==> src/hdl/assert_macros.svh <==
// Assertion macros for the stream hasher RTL.
`ifndef ASSERT_MACROS_SVH
`define ASSERT_MACROS_SVH

// Same-cycle implication, disabled in reset.
`define ASSERT_IMPL(label, clk, rst, ante, cons) \
  label: assert property (@(posedge clk) disable iff (rst) (ante) |-> (cons)) \
    else $error("implication check failed");

// Next-cycle implication, disabled in reset.
`define ASSERT_NEXT(label, clk, rst, ante, cons) \
  label: assert property (@(posedge clk) disable iff (rst) (ante) |=> (cons)) \
    else $error("next-cycle check failed");

`endif

==> src/hdl/sha256_pkg.sv <==
// Constants, tables and round functions for the SHA-256 stream hasher.
`default_nettype none

package sha256_pkg;

  typedef logic [31:0] word_t;

  localparam logic [7:0] PAD_MARK = 8'h80;
  localparam logic [5:0] LEN_POS  = 6'd56;

  localparam word_t ROUND_K [64] = '{
    32'h428a2f98, 32'h71374491, 32'hb5c0fbcf, 32'he9b5dba5, 32'h3956c25b,
    32'h59f111f1, 32'h923f82a4, 32'hab1c5ed5, 32'hd807aa98, 32'h12835b01,
    32'h243185be, 32'h550c7dc3, 32'h72be5d74, 32'h80deb1fe, 32'h9bdc06a7,
    32'hc19bf174, 32'he49b69c1, 32'hefbe4786, 32'h0fc19dc6, 32'h240ca1cc,
    32'h2de92c6f, 32'h4a7484aa, 32'h5cb0a9dc, 32'h76f988da, 32'h983e5152,
    32'ha831c66d, 32'hb00327c8, 32'hbf597fc7, 32'hc6e00bf3, 32'hd5a79147,
    32'h06ca6351, 32'h14292967, 32'h27b70a85, 32'h2e1b2138, 32'h4d2c6dfc,
    32'h53380d13, 32'h650a7354, 32'h766a0abb, 32'h81c2c92e, 32'h92722c85,
    32'ha2bfe8a1, 32'ha81a664b, 32'hc24b8b70, 32'hc76c51a3, 32'hd192e819,
    32'hd6990624, 32'hf40e3585, 32'h106aa070, 32'h19a4c116, 32'h1e376c08,
    32'h2748774c, 32'h34b0bcb5, 32'h391c0cb3, 32'h4ed8aa4a, 32'h5b9cca4f,
    32'h682e6ff3, 32'h748f82ee, 32'h78a5636f, 32'h84c87814, 32'h8cc70208,
    32'h90befffa, 32'ha4506ceb, 32'hbef9a3f7, 32'hc67178f2
  };

  localparam word_t INIT_H [8] = '{
    32'h6a09e667, 32'hbb67ae85, 32'h3c6ef372, 32'ha54ff53a,
    32'h510e527f, 32'h9b05688c, 32'h1f83d9ab, 32'h5be0cd19
  };

  function automatic word_t big_sigma0(input word_t x);
    return {x[1:0], x[31:2]} ^ {x[12:0], x[31:13]} ^ {x[21:0], x[31:22]};
  endfunction

  function automatic word_t big_sigma1(input word_t x);
    return {x[5:0], x[31:6]} ^ {x[10:0], x[31:11]} ^ {x[24:0], x[31:25]};
  endfunction

  function automatic word_t small_sigma0(input word_t x);
    return {x[6:0], x[31:7]} ^ {x[17:0], x[31:18]} ^ {3'b000, x[31:3]};
  endfunction

  function automatic word_t small_sigma1(input word_t x);
    return {x[16:0], x[31:17]} ^ {x[18:0], x[31:19]} ^ {10'd0, x[31:10]};
  endfunction

  function automatic word_t choose(input word_t e, input word_t f, input word_t g);
    return (e & f) ^ (~e & g);
  endfunction

  function automatic word_t majority(input word_t a, input word_t b, input word_t c);
    return (a & b) ^ (a & c) ^ (b & c);
  endfunction

endpackage

`default_nettype wire

==> src/hdl/sha256_stream_hasher.sv <==
// SHA-256 stream hasher: byte intake, padding, compression and digest output.
// Takes one message byte per request that has byte_present set; requests are
// not taken while a block is compressed. Every full 64-byte block runs a
// compression: it reads the block memory into the schedule window and the
// hash memory into the working registers, runs 64 rounds of one round per
// cycle, then adds and writes the chaining value back. At message end the
// padder writes one byte per cycle up to the block end (twice when the length
// does not fit), runs one or two compressions, then presents the eight digest
// words, each read in S_EMIT_RD and held in S_EMIT_OUT until the result side
// takes it. After reset the hash memory is loaded with the initial hash
// before the first request is taken.
`default_nettype none

`include "assert_macros.svh"

module sha256_stream_hasher import sha256_pkg::*; (
  input  wire logic        clk,
  input  wire logic        rst,
  input  wire logic        msg_valid,
  output logic             msg_ready,
  input  wire logic [7:0]  msg_byte,
  input  wire logic        byte_present,
  input  wire logic        end_of_message,
  output logic             digest_valid,
  input  wire logic        digest_ready,
  output logic [31:0]      digest_word,
  output logic [2:0]       word_index,
  output logic             last_word
);

  typedef enum logic [2:0] {
    S_INIT, S_IDLE, S_PAD, S_LOAD, S_ROUND, S_WBACK, S_EMIT_RD, S_EMIT_OUT
  } state_t;

  state_t      state;
  logic [5:0]  step;
  logic [5:0]  fill;
  logic [60:0] total;
  logic [5:0]  pad_pos;
  logic        pad_mark;
  logic        len_block;
  logic        fin;
  logic        pad_go;

  word_t st [8];
  word_t w  [16];

  word_t block_mem [16];
  word_t hash_mem  [8];
  word_t blk_rd;
  word_t hash_rd;

  logic        blk_we;
  logic [3:0]  blk_waddr;
  logic [1:0]  blk_lane;
  logic [7:0]  blk_wdata;
  logic        blk_re;
  logic        hash_we;
  logic [2:0]  hash_waddr;
  word_t       hash_wdata;
  logic        hash_re;

  logic        accept;
  logic        out_accept;
  logic [5:0]  fill_inc;
  logic [5:0]  pad_start;
  logic [63:0] bit_len;
  logic [7:0]  pad_byte;
  word_t       t1;
  word_t       t2;
  word_t       w_new;

  assign msg_ready    = (state == S_IDLE);
  assign digest_valid = (state == S_EMIT_OUT);
  assign accept       = msg_valid && msg_ready;
  assign out_accept   = digest_valid && digest_ready;
  assign digest_word  = hash_rd;
  assign word_index   = step[2:0];
  assign last_word    = (step[2:0] == 3'd7);

  assign fill_inc  = fill + 6'd1;
  assign pad_start = byte_present ? fill_inc : fill;
  assign bit_len   = {total, 3'b000};

  always_comb begin
    if (pad_mark) begin
      pad_byte = PAD_MARK;
    end else if (len_block && pad_pos >= LEN_POS) begin
      pad_byte = bit_len[{~pad_pos[2:0], 3'b000} +: 8];
    end else begin
      pad_byte = 8'h00;
    end
  end

  assign t1 = st[7] + big_sigma1(st[4]) + choose(st[4], st[5], st[6]) +
              ROUND_K[step] + w[0];
  assign t2 = big_sigma0(st[0]) + majority(st[0], st[1], st[2]);
  assign w_new = w[0] + small_sigma0(w[1]) + w[9] + small_sigma1(w[14]);

  always_comb begin
    blk_we    = 1'b0;
    blk_waddr = fill[5:2];
    blk_lane  = fill[1:0];
    blk_wdata = msg_byte;
    if (state == S_IDLE) begin
      blk_we = accept && byte_present;
    end else if (state == S_PAD) begin
      blk_we    = 1'b1;
      blk_waddr = pad_pos[5:2];
      blk_lane  = pad_pos[1:0];
      blk_wdata = pad_byte;
    end
  end

  assign blk_re  = (state == S_LOAD) && (step < 6'd16);
  assign hash_re = ((state == S_LOAD || state == S_WBACK) && step < 6'd8) ||
                   (state == S_EMIT_RD);

  always_comb begin
    hash_we    = 1'b0;
    hash_waddr = step[2:0];
    hash_wdata = INIT_H[step[2:0]];
    case (state)
      S_INIT: begin
        hash_we = 1'b1;
      end
      S_WBACK: begin
        hash_we    = (step != 6'd0);
        hash_waddr = step[2:0] - 3'd1;
        hash_wdata = hash_rd + st[0];
      end
      S_EMIT_OUT: begin
        hash_we = out_accept;
      end
      default: begin
        hash_we = 1'b0;
      end
    endcase
  end

  always_ff @(posedge clk) begin
    if (blk_we) begin
      block_mem[blk_waddr][{~blk_lane, 3'b000} +: 8] <= blk_wdata;
    end
    if (blk_re) begin
      blk_rd <= block_mem[step[3:0]];
    end
  end

  always_ff @(posedge clk) begin
    if (hash_we) begin
      hash_mem[hash_waddr] <= hash_wdata;
    end
    if (hash_re) begin
      hash_rd <= hash_mem[step[2:0]];
    end
  end

  always_ff @(posedge clk) begin
    if (rst) begin
      state     <= S_INIT;
      step      <= '0;
      fill      <= '0;
      total     <= '0;
      pad_pos   <= '0;
      pad_mark  <= 1'b0;
      len_block <= 1'b0;
      fin       <= 1'b0;
      pad_go    <= 1'b0;
    end else begin
      case (state)
        S_INIT: begin
          step <= step + 6'd1;
          if (step == 6'd7) begin
            step  <= '0;
            state <= S_IDLE;
          end
        end
        S_IDLE: begin
          if (accept) begin
            if (byte_present) begin
              fill  <= fill_inc;
              total <= total + 61'd1;
            end
            if (byte_present && fill == 6'd63) begin
              state     <= S_LOAD;
              step      <= '0;
              fin       <= 1'b0;
              pad_go    <= end_of_message;
              pad_pos   <= '0;
              pad_mark  <= 1'b1;
              len_block <= 1'b1;
            end else if (end_of_message) begin
              state     <= S_PAD;
              pad_pos   <= pad_start;
              pad_mark  <= 1'b1;
              len_block <= (pad_start < LEN_POS);
            end
          end
        end
        S_PAD: begin
          pad_mark <= 1'b0;
          pad_pos  <= pad_pos + 6'd1;
          if (pad_pos == 6'd63) begin
            state     <= S_LOAD;
            step      <= '0;
            fin       <= len_block;
            pad_go    <= !len_block;
            len_block <= 1'b1;
          end
        end
        S_LOAD: begin
          if (step != 6'd0) begin
            for (int i = 0; i < 15; i++) begin
              w[i] <= w[i + 1];
            end
            w[15] <= blk_rd;
          end
          if (step != 6'd0 && step <= 6'd8) begin
            for (int i = 0; i < 7; i++) begin
              st[i] <= st[i + 1];
            end
            st[7] <= hash_rd;
          end
          step <= step + 6'd1;
          if (step == 6'd16) begin
            step  <= '0;
            state <= S_ROUND;
          end
        end
        S_ROUND: begin
          st[0] <= t1 + t2;
          st[1] <= st[0];
          st[2] <= st[1];
          st[3] <= st[2];
          st[4] <= st[3] + t1;
          st[5] <= st[4];
          st[6] <= st[5];
          st[7] <= st[6];
          for (int i = 0; i < 15; i++) begin
            w[i] <= w[i + 1];
          end
          w[15] <= w_new;
          step  <= step + 6'd1;
          if (step == 6'd63) begin
            step  <= '0;
            state <= S_WBACK;
          end
        end
        S_WBACK: begin
          if (step != 6'd0) begin
            for (int i = 0; i < 7; i++) begin
              st[i] <= st[i + 1];
            end
          end
          step <= step + 6'd1;
          if (step == 6'd8) begin
            step <= '0;
            if (fin) begin
              state <= S_EMIT_RD;
            end else if (pad_go) begin
              state  <= S_PAD;
              pad_go <= 1'b0;
            end else begin
              state <= S_IDLE;
            end
          end
        end
        S_EMIT_RD: begin
          state <= S_EMIT_OUT;
        end
        S_EMIT_OUT: begin
          if (out_accept) begin
            if (step[2:0] == 3'd7) begin
              state <= S_IDLE;
              step  <= '0;
              fill  <= '0;
              total <= '0;
              fin   <= 1'b0;
            end else begin
              step  <= step + 6'd1;
              state <= S_EMIT_RD;
            end
          end
        end
        default: begin
          state <= S_INIT;
          step  <= '0;
        end
      endcase
    end
  end

  `ASSERT_IMPL(a_no_overlap, clk, rst, digest_valid, !msg_ready)
  `ASSERT_NEXT(a_round_end, clk, rst, (state == S_ROUND && step == 6'd63), (state == S_WBACK))
  `ASSERT_NEXT(a_msg_restart, clk, rst, (out_accept && last_word),
               (msg_ready && fill == 6'd0 && total == 61'd0))
  `ASSERT_IMPL(a_load_bound, clk, rst, (state == S_LOAD), (step <= 6'd16))

endmodule

`default_nettype wire

==> config.mk <==
export PLATFORM = sky130hd
export DESIGN_NAME = sha256_stream_hasher
export DESIGN_NICKNAME = d
export VERILOG_FILES = /design/src/hdl/sha256_pkg.sv /design/src/hdl/sha256_stream_hasher.sv
export VERILOG_INCLUDE_DIRS = /design/src /design/src/hdl
export SDC_FILE = /design/constraint.sdc
export NUM_CORES = 2
export LEC_CHECK = 0
export ABC_CLOCK_PERIOD_IN_PS = 36800
export BUFFER_PORTS_ARGS = -buffer_cell sky130_fd_sc_hd__buf_2
export CAP_MARGIN = 20
export CORE_ASPECT_RATIO = 1.1
export CORE_UTILIZATION = 35
export DETAILED_ROUTE_END_ITERATION = 10
export PLACE_DENSITY = 0.56
export RECOVER_POWER = 100
export REMOVE_ABC_BUFFERS = 1
export SYNTH_ARGS = -nofsm -noshare
export SYNTH_HDL_FRONTEND = slang
export SYNTH_SLANG_ARGS = --single-unit
==> constraint.sdc <==
create_clock -name clk -period 36.8 [get_ports clk]
set_clock_uncertainty 0.05 [all_clocks]
set_input_delay 5.52 -clock clk [delete_from_list [all_inputs] [get_ports clk]]
set_output_delay 5.52 -clock clk [all_outputs]
set_load 0.005 [all_outputs]
==> key figures <==
Outcome
  • Status: complete, but fails checks
  • Failing checks: max-capacitance violations, max-slew violations

Yosys
  • Cell variety after synth: 87
  • Yosys reg bits: 1686
  • Mapped Area: 0.0810 sq mm
  • Sequential area share after synthesis: 61.5%
  • Synthesized area per cell: 13.8 sq um
  • Main flop type after synthesis: edfxtp_1
  • EDFF count, synth: 1600
  • Cells after synthesis: 5866
  • Synth warnings: 0
  • Asr flop ratio synth: 0%

Timing
  • Hold Vio Cnt, Final: 0
  • Final setup fails: 0
  • Slew HR: -495%
  • Period utilization: 54.9%
  • Peak Freq: 49.5 MHz
  • Worst-Margin Slew: 8930 ps
  • Slew Viols, Final: 1923
  • RSZ-0062 raised after global routing: no
  • Setup TNS: 0 ps
  • Fin crit period: 20210 ps

CTS
  • Clock transition at the registers of the reported paths: 60 ps
  • CTS resizes: 0
  • H-tree level count: 4
  • Hold buffers post-CTS: 0
  • CTS tree: built
  • Clock root buffer: clkbuf_16
  • Clk sinks: 1686
  • Clock buffer depth: 3
  • # Post-CTS Setup Buffers: 0
  • CTS Buf Count: 172
  • Worst-Skew Late Latency: 820 ps

Global routing
  • Number of global-route vias before repair: 46814
  • Total congestion overflow: 0
  • Largest net degree at the start of global routing: 174
  • First-pass GRT wire length: 324000 um
  • Antenna violations before repair: 11
  • Overall routing resource usage: 18.8%

Place
  • Buffers added on ports: 51
  • DP HPWL: 156000 um
  • Placer Congestion: 0.948
  • Placed Area: 0.0846 sq mm

Floorplan
  • Initial core utilization: 35.3%
  • Die W: 461 um
  • Ports: 52
  • Die Ht: 506 um
  • Core area: 0.229 sq mm
  • Die Area: 0.233 sq mm
  • Row count: 184

Flow run
  • Max Cap Viol: 36

Drt
  • Via count: 47913
  • Vias/cell: 5.27
  • Final ANT Viol Nets: 0
  • Drt initial violations: 4703
  • Iteration count of the initial detailed-routing pass: 8
  • Routed WL: 221000 um
  • DRC: 0
  • WL/cell: 24.3 um

Layout
  • Commonest cells after routing, fill and taps aside: 1600 x edfxtp_1, 809 x nand2_1, 363 x nor2_1
  • Layout Nets: 6253
  • Area delta synth->final: 11.3%
  • Layout cells sized above 1: 11.0%
  • Final Cell Area: 0.0901 sq mm
  • # fillers: 21645
  • Most common cell after layout, fill and taps aside: edfxtp_1

Power
  • Pwr dens: 93.7 mW/mm^2
  • Leakage power total: 29.9 nW
  • Pwr Total: 8.44 mW
  • VDD IR-drop max: 0.114 mV

Setup path
  • Reg2Reg Depth: 9
  • Req. time, crit path: 37070 ps
  • CP endpoint kind: flop
  • Max Fanout on Critical Path: 169
  • Crit path DAT: 20480 ps
  • Critical path type: reg -> reg
  • Critical Path Start Type: flop

Min path
  • Number of cells on the worst hold path: 0
  • Worst min path class: reg -> reg
[where the power goes]
| group | switching [mW] | internal [mW] | total (mW) |
|---|---|---|---|
| Sequential | 0.0385 | 2.21 | 2.25 |
| Combinational | 2.64 | 1.77 | 4.41 |
| Clock | 0.758 | 1.02 | 1.78 |
[layout make-up]
type	count	area [sq um]	share of cell area, %
clock inverters	110	1210	1.35
multi-input cells	3608	29000	32.2
inverters	271	1020	1.13
flip-flops and latches	1686	49800	55.2
well taps	3069	3840	4.26
diodes	7	17.5	0.0194
repair buffers	128	646	0.717
clock buffers	210	4550	5.05
[critical path, stage by stage (launching register included)]
cell,delay (ps)
dfxtp_1,1420
clkbuf_1,6280
nand2b_1,660
nor2_1,120
or3_1,410
nand2_1,860
clkbuf_1,3160
clkbuf_1,2900
clkbuf_1,660
clkbuf_1,2930
[cell usage after synthesis (6+ instances only)]
master,instances,area [sq um]
nor4_1,6,37.5
nand2b_1,29,181
mux4_2,246,5540
ha_1,184,2300
dfxtp_1,86,1720
a21o_1,95,713
nand3_1,83,415
o211ai_1,27,203
a221oi_1,10,87.6
mux2i_1,26,260
nor2_1,368,1380
and3_1,33,206
a31oi_1,37,231
clkbuf_1,228,856
xnor2_1,283,2480
o31ai_1,33,248
inv_1,266,998
o311ai_0,11,96.3
nor3_1,67,335
o221ai_1,8,70.1
a21oi_1,228,1140
or3_1,32,200
o21a_1,41,308
a311oi_1,14,123
a21boi_0,9,67.6
edfxtp_1,1600,48000
a211o_1,9,78.8
nor2b_1,22,138
o21bai_1,16,120
o21ai_0,251,1260
and4_1,10,87.6
mux2_2,85,957
o22ai_1,14,87.6
nand3b_1,15,113
nand2_1,809,3040
fa_1,188,3760
nor3b_1,10,75.1
a211oi_1,25,188
nand4_1,19,119
a22oi_1,16,120
o41ai_1,6,52.6
and2_1,6,37.5
xor2_1,144,1260
or2_2,7,43.8
buf_1,65,244
[logic make-up (layout without fill, tap and decap cells)]
logic type	after synthesis	count (layout)	synth area share [%]
multiplexers	357	357	8.35
AO/OA/AOI/OAI	909	909	7.12
flip-flops	1686	1686	61.5
AND/OR/NAND/NOR	1539	1539	8.19
XOR/XNOR	429	429	4.68
adder cells (fa/ha/maj)	374	374	7.52
other	0	7	0
buffers and inverters	572	719	2.67
[per-layer routing]
metal	part of all wire [%]	wire [um]	track usage, %
met5	0.017	37	0
met4	4.3	9570	7.43
met3	6.0	13300	2.62
met2	46	103000	29.7
met1	43	95500	26.3
[through the flow]
stage / cells / setup WS, ps / utilization [%] / hold slack [ps]
floorplan: 5565 / 14240 / - / 350
global placement: 8751 / 25570 / 36.9 / 351
detailed placement: 8752 / 25570 / 36.9 / 355
CTS: 9072 / 25630 / 39.4 / 354
global route: 9084 / 14950 / 39.3 / 365
finish: 9089 / 16590 / 39.3 / 351
[final timing paths]
check / from / slack, ps / to
setup / recovery: step[2] / 16590 / w[0][180]
hold / removal: w[1][132] / 350 / w[1][100]
setup reg to reg: step[2] / 16590 / w[0][180]
hold reg to reg: w[1][132] / 350 / w[1][100]
[registers in the layout, summed over array words and instances, names as in the netlist, 3 cells and up]
register	cells
blk_rd	32
block_mem	512
digest_word	32
fill	6
hash_mem	256
pad_pos	6
st	256
state	3
step	6
total	61
w	512
No activity file was read; power rests on OpenSTA's default activity.
